==> src/hdl/efsm_pkg.sv <==
package efsm_pkg;

    // default table depth
    localparam int MAX_EXTENTS_DEF = 64;

    // command codes
    localparam logic [2:0] CMD_INIT     = 3'd0;
    localparam logic [2:0] CMD_ALLOC    = 3'd1;
    localparam logic [2:0] CMD_FREE     = 3'd2;
    localparam logic [2:0] CMD_FIRST    = 3'd3;
    localparam logic [2:0] CMD_LAST     = 3'd4;
    localparam logic [2:0] CMD_BEST     = 3'd5;
    localparam logic [2:0] CMD_EXACT    = 3'd6;

    // status codes
    localparam logic [1:0] ST_OK        = 2'd0;
    localparam logic [1:0] ST_BAD_RANGE = 2'd1;
    localparam logic [1:0] ST_NO_HIT    = 2'd2;
    localparam logic [1:0] ST_FULL      = 2'd3;

    // compare results for one table entry against the current range
    typedef struct packed {
        logic        e_le_rs;
        logic        s_ge_re;
        logic        s_lt_rs;
        logic        e_gt_re;
        logic        touch;
        logic        s_gt_ne;
        logic        s_lt_ns;
        logic        e_gt_ne;
        logic        len_ge;
        logic        len_eq;
        logic        len_lt_best;
        logic [32:0] ent_end;
        logic [31:0] left_len;
        logic [31:0] right_len;
        logic [31:0] tail_start;
    } eval_t;

endpackage

==> src/hdl/efsm_eval.sv <==
module efsm_eval (
    input  logic [31:0]           ent_s,
    input  logic [31:0]           ent_l,
    input  logic [31:0]           rs,
    input  logic [32:0]           re,
    input  logic [32:0]           ns,
    input  logic [32:0]           ne,
    input  logic [31:0]           pc,
    input  logic [31:0]           best_len,
    output efsm_pkg::eval_t       ev
);
    import efsm_pkg::*;

    logic [32:0] s_ext;
    logic [32:0] e_ext;
    logic [32:0] right_full;

    // end page of the entry and its relation to the range
    always_comb
    begin
        s_ext          = {1'b0, ent_s};
        e_ext          = s_ext + {1'b0, ent_l};
        right_full     = e_ext - re;
        ev.ent_end     = e_ext;
        ev.e_le_rs     = e_ext <= {1'b0, rs};
        ev.s_ge_re     = s_ext >= re;
        ev.s_lt_rs     = ent_s < rs;
        ev.e_gt_re     = e_ext > re;
        ev.touch       = (e_ext >= {1'b0, rs}) && (s_ext <= re);
        ev.s_gt_ne     = s_ext > ne;
        ev.s_lt_ns     = s_ext < ns;
        ev.e_gt_ne     = e_ext > ne;
        ev.len_ge      = ent_l >= pc;
        ev.len_eq      = ent_l == pc;
        ev.len_lt_best = ent_l < best_len;
        ev.left_len    = rs - ent_s;
        ev.right_len   = right_full[31:0];
        ev.tail_start  = ent_s + (ent_l - pc);
    end

endmodule

==> config.mk <==
export PLATFORM = sky130hd
export DESIGN_NAME = efsm_eval
export DESIGN_NICKNAME = d
export VERILOG_FILES = /design/src/hdl/efsm_pkg.sv /design/src/hdl/efsm_eval.sv
export SDC_FILE = /design/constraint.sdc
export NUM_CORES = 1
export LEC_CHECK = 0
export BUFFER_PORTS_ARGS = -buffer_cell sky130_fd_sc_hd__buf_2
export CAP_MARGIN = 25
export CELL_PAD_IN_SITES_DETAIL_PLACEMENT = 0
export CELL_PAD_IN_SITES_GLOBAL_PLACEMENT = 2
export CORE_MARGIN = 2
export CORE_UTILIZATION = 27
export DETAILED_ROUTE_END_ITERATION = 12
export PLACE_DENSITY = 0.85
export SLEW_MARGIN = 10
export SYNTH_ARGS = -nofsm -noshare
export SYNTH_HDL_FRONTEND = slang
export SYNTH_SLANG_ARGS = --single-unit
==> constraint.sdc <==
create_clock -name vclk -period 4.6
set_clock_uncertainty 0.2 [all_clocks]
set_input_delay 0.23 -clock vclk [all_inputs]
set_output_delay 0.23 -clock vclk [all_outputs]
set_load 0.03 [all_outputs]
==> results.sh, run 1 <==
export IMPL_status="finished with violations"
export IMPL_violations="setup timing"
export IMPL_hold_violations=0
export IMPL_critPathKind="in2out"
export IMPL_overflow=0
export IMPL_hold_path_class="in2out"
export IMPL_drt_pass1_iter_count=5
export IMPL_vias_per_cell=4.96
export IMPL_core_area_sq_um=46600
export IMPL_cp_slowest_stage_delay_ps=410
export IMPL_die_area_sq_um=48900
export IMPL_core_rowCount=79
export IMPL_setup_violations=9
export IMPL_total_power_mw=4.94
export IMPL_yosys_warnings=0
export IMPL_hold_ws_ps=646
export IMPL_p_leak_nw=10.5
export IMPL_drv_slew=0
export IMPL_synth_area_leaders="ha_1, inv_1, a21o_1"
export IMPL_final_core_utilization=0.392
export IMPL_drv_cap=0
export IMPL_num_nets_final=3018
export IMPL_crit_required_ps=4170
export IMPL_fmax_mhz=210
export IMPL_seq_cells=0
export IMPL_grt_antenna_before_repair=16
export IMPL_arrival_ps=4330
export IMPL_grt_pass1_vias=14900
export IMPL_track_usage=0.230
export IMPL_drive_above_1_share=0.327
export IMPL_final_period_utilization=1.04
export IMPL_drc=0
export IMPL_ys_types=70
export IMPL_syn_inst=1734
export IMPL_yosysMostFrequentCell="inv_1"
export IMPL_drtAntennaViolNets=0
export IMPL_syn_to_final_growth_pct=43.4
export IMPL_globalplace_congestion=0.963
export IMPL_hold_path_startpoint="ent_l[0]"
export IMPL_hold_end="ev[96]"
export IMPL_wl_per_cell_microns=19.7
export IMPL_vias=14800
export IMPL_start_util=0.273
export IMPL_fin_tns_setup_ps=-1050
export IMPL_critPathCaptureType="output port"
export IMPL_wirelength_microns=58700
export IMPL_final_seq_area_sq_um=0
export IMPL_power_density_nw_per_um2=271
export IMPL_critPathMaxFanout=3
export IMPL_hpwl_microns=53800
export IMPL_die_h_microns=221
export IMPL_dp_slack_ps=-704
export IMPL_grt_pass1_wl_microns=87100
export IMPL_netlist_top_cells_count="inv_1, ha_1, a21oi_1, a21o_1, xnor2_1"
export IMPL_setup_ws_ps=-163
export IMPL_cts_hold_buf=0
export IMPL_die_w_microns=221
export IMPL_fill_cells=4977
export IMPL_ir_drop_v=0.000177
export IMPL_synth_largest_area_cell="ha_1"
export IMPL_period_needed_ps=4760
export IMPL_tightest_slew_ps=731
export IMPL_rsz0062_at_grt="yes"
export IMPL_timing_slew_headroom=0.508
export IMPL_setup_worst_path_start_class="input pin"
export IMPL_syn_nets=2379
export IMPL_synth_area_sq_um=12700
export IMPL_clock_buffers=0
export IMPL_critPathMostFrequentCell="buf_6"
export IMPL_holdPathStages=3
export IMPL_crit_slowest_cell="o41ai_2"
export IMPL_drt_initial_drc_count=694
export IMPL_grt_max_degree=10
export IMPL_critPathBufInv=6
export IMPL_ioPinCount=399
export IMPL_cpLargestDelayFamily="compound AO/OA/AOI/OAI gates"
export IMPL_portBuffers=399
export IMPL_syn_area_per_cell_sq_um=7.34
export IMPL_yosysSeqAreaShare=0
export IMPL_synth_top_cell_area_share=0.346
-- layout by cell type (no fill, tap or decap), types with 5 or more instances in the layout --
cell,n
nand3_1,22
nor2b_1,31
o21a_1,30
a211oi_1,12
o31a_1,5
o21bai_1,23
ha_1,336
nand4_1,56
fa_1,33
a31oi_1,6
o211ai_1,11
xnor2_2,13
a211o_1,7
xor2_1,27
ha_4,14
xnor2_1,69
buf_2,377
nand2b_1,21
a21oi_1,146
o21ai_2,9
and3_1,17
buf_4,240
o31ai_1,7
nor3_1,23
buf_6,20
o21ai_0,54
a21oi_2,24
o21ai_1,6
a21o_1,131
nor4_1,5
inv_1,354
nor2_1,69
nand2_1,59
-- worst max path at each step --
stage                     startpoint       to  slack, ps  cells past startpoint
final                       ent_s[1]   ev[61]       -160                     25
after global placement      ent_s[1]  ev[135]       -690                     21
after global routing        ent_s[5]   ev[63]       -400                     24
after detailed placement    ent_s[1]  ev[135]       -700                     21
after floorplan             ent_s[1]  ev[135]         30                     18
after CTS                   ent_l[0]   ev[61]       -170                     25
-- cell type report --
| class | instances | area [sq um] | area share |
|---|---|---|---|
| well taps | 607 | 759 | 0.0416 |
| multi-input cells | 1376 | 12200 | 0.668 |
| inverters | 355 | 1330 | 0.0730 |
| repair buffers | 640 | 3950 | 0.216 |
| diodes | 4 | 10.0 | 0.000548 |
-- through the flow --
step / std cells / instance area [sq um]
after floorplan: 1734 / 13100
after global placement: 2958 / 17500
after detailed placement: 2958 / 17500
after CTS: 2971 / 17900
after global routing: 2979 / 18300
final: 2982 / 18300
-- metal layers --
| layer | global-route usage | wire length, microns | share of wire | vias to the layer above |
|---|---|---|---|---|
| li1 | - | - | - | 7389 |
| met3 | 0.0370 | 3230 | 0.055 | 77 |
| met5 | 0 | 130 | 0.0022 | - |
| met2 | 0.415 | 28500 | 0.49 | 423 |
| met1 | 0.288 | 25400 | 0.43 | 6869 |
| met4 | 0.0455 | 1380 | 0.024 | 22 |
-- what timing repair did --
action / CTS / global route
endpoints found under the hold margin: 0 / 0
pin swaps: 51 / 35
endpoints found under the setup margin: 19 / 25
buffers inserted: 13 / 9
resized for setup: 90 / 60
-- cells by family (layout without fill, tap and decap cells) --
kind of cell | after synthesis | after routing | synth area share
XOR/XNOR | 115 | 115 | 0.0791
other | 0 | 4 | 0
AND/OR/NAND/NOR | 349 | 349 | 0.143
adder cells (fa/ha/maj) | 386 | 386 | 0.399
buffers and inverters | 358 | 995 | 0.106
AO/OA/AOI/OAI | 526 | 526 | 0.273
-- power breakdown --
group	total (mW)	internal (mW)	switching, mW
Sequential	0	0	0
Combinational	4.94	2.00	2.94
Clock	0.000000117	0.000000117	0
Total	4.94	2.00	2.94
Power figures use the tool's default switching activity.
==> inputs of run 2 (changes only) <==
CORE_UTILIZATION = 30   (was 27)
PLACE_DENSITY = 0.89   (was 0.85)
clock period = 5.2 ns   (was 4.6 ns; I/O delays follow)
==> run 2 against run 1 <==
- critical path depth down 3
- design area down 9.1%
- first-iteration DRC count down 2.4%
- final cell count down 6.1%
- sequential cell count unchanged
- hold slack better by 100 ps
- die area down 9.8%
- the run now ends clean
==> results.sh, run 2 (synthesis gave the netlist of run 1 again) <==
export IMPL_status="finished, final reports clean"
export IMPL_drtAntennaViolNets=0
export IMPL_drt_initial_drc_count=677
export IMPL_vias=14200
export IMPL_path_cells="buf_2, ha_1, buf_4, nand3_1, a21o_1, a2111oi_1, buf_4, or4_4, a21oi_4, o21ai_2, a221oi_4, buf_4, xnor2_1, ha_1, nand4_1, nor2_4, nand2_2, or2_2, or4_4, nand2b_1, a2bb2oi_1, buf_4"
export IMPL_power_density_nw_per_um2=234
export IMPL_start_util=0.303
export IMPL_wl_per_cell_microns=19.5
export IMPL_total_power_mw=3.89
export IMPL_seq_cells=0
export IMPL_holdPathStages=3
export IMPL_syn_to_final_growth_pct=30.5
export IMPL_crit_required_ps=4740
export IMPL_wirelength_microns=54600
export IMPL_crit_slowest_cell="a2111oi_1"
export IMPL_dr_wl_met2_microns=26300
export IMPL_drt_pass1_iter_count=4
export IMPL_hold_end="ev[96]"
export IMPL_layout_common_cells="buf_2, inv_1, ha_1, a21oi_1, a21o_1"
export IMPL_final_period_utilization=0.969
export IMPL_arrival_ps=4580
export IMPL_cts_hold_buf=0
export IMPL_critPathMaxFanout=3
export IMPL_hold_ws_ps=747
export IMPL_grt_max_degree=10
export IMPL_cp_slowest_stage_delay_ps=560
export IMPL_layout_commonest_cell="buf_2"
export IMPL_overflow=0
export IMPL_die_area_sq_um=44100
export IMPL_vias_per_cell=5.06
export IMPL_fin_tns_setup_ps=0
export IMPL_highest_layer="met5"
export IMPL_drv_slew=0
export IMPL_hold_path_class="in2out"
export IMPL_setup_violations=0
export IMPL_multiInputGateArea_sq_um=11600
export IMPL_globalplace_congestion=0.948
export IMPL_final_core_utilization=0.396
export IMPL_grt_antenna_before_repair=13
export IMPL_fmax_mhz=198
export IMPL_p_leak_nw=9.77
export IMPL_timing_slew_headroom=0.357
export IMPL_hold_path_startpoint="ent_l[0]"
export IMPL_critPathMostFrequentCell="buf_4"
export IMPL_critPathBufInv=5
export IMPL_setup_worst_path_start_class="input pin"
export IMPL_met3WireLength_microns=2760
export IMPL_clock_buffers=0
export IMPL_core_area_sq_um=41900
export IMPL_ir_drop_v=0.000160
export IMPL_drive_above_1_share=0.266
export IMPL_grt_pass1_wl_microns=80300
export IMPL_track_usage=0.238
export IMPL_tightest_slew_ps=956
export IMPL_core_rowCount=75
export IMPL_portBuffers=399
export IMPL_die_w_microns=210
export IMPL_drv_cap=0
export IMPL_critPathLaunch="ent_l[8]"
export IMPL_grt_pass1_vias=14100
export IMPL_hpwl_microns=50200
export IMPL_ioPinCount=399
export IMPL_fill_cells=4588
export IMPL_drt_met1_wl_microns=24000
export IMPL_die_h_microns=210
export IMPL_num_nets_final=2902
export IMPL_critPathCaptureType="output port"
export IMPL_final_seq_area_sq_um=0
export IMPL_period_needed_ps=5040
export IMPL_hold_violations=0
export IMPL_critPathKind="in2out"
export IMPL_cpLargestDelayFamily="simple AND/OR/NAND/NOR gates"
export IMPL_drc=0
## run 2: changes by cell type in the layout (fill, tap and decap cells not counted), moves of 12 or more
cell / before / now
a21oi_2: 24 / 11
ha_1: 336 / 348
buf_4: 240 / 128
a21oi_1: 146 / 160
buf_2: 377 / 396
buf_6: 20 / 0
## run 2: layout make-up
class | count | share of cell area
antenna | 6 | 0.000904
multi-input combinational | 1376 | 0.701
tap | 539 | 0.0406
timing repair buffer | 524 | 0.177
inverter | 355 | 0.0802
## run 2: report_power, final
part           switching [mW]    total, mW  internal, mW
clock network               0  0.000000155   0.000000155
registers                   0            0             0
logic                    2.44         3.89          1.45
## run 2: how the worst max path moves through the flow
stage	to	cells past startpoint	slack, ps
2_1_floorplan	ev[63]	22	10
3_5_place_dp	ev[61]	24	-230
5_1_grt	ev[136]	26	-20
6_report	ev[135]	22	160
3_3_place_gp	ev[135]	21	-160
4_1_cts	ev[136]	26	10
## run 2: layer usage
metal | GRT usage | up-vias
met5 | 0 | -
met4 | 0.0545 | 14
met3 | 0.0240 | 73
met2 | 0.429 | 399
met1 | 0.306 | 6522
li1 | - | 7158
## run 2: per-stage QoR
step	instances	setup slack, ps	instance area (sq um)
floorplan	1734	14.1	12800
detailed placement	2791	-225	16300
global route	2798	-21.4	16600
finish	2800	159	16600
CTS	2793	9.66	16400
global placement	2791	-157	16300
## run 2: what timing repair did
action	4_1_cts	5_1_grt
pin swaps	12	23
gates resized for setup	19	41
buffers inserted	2	1
setup endpoints to repair	9	12
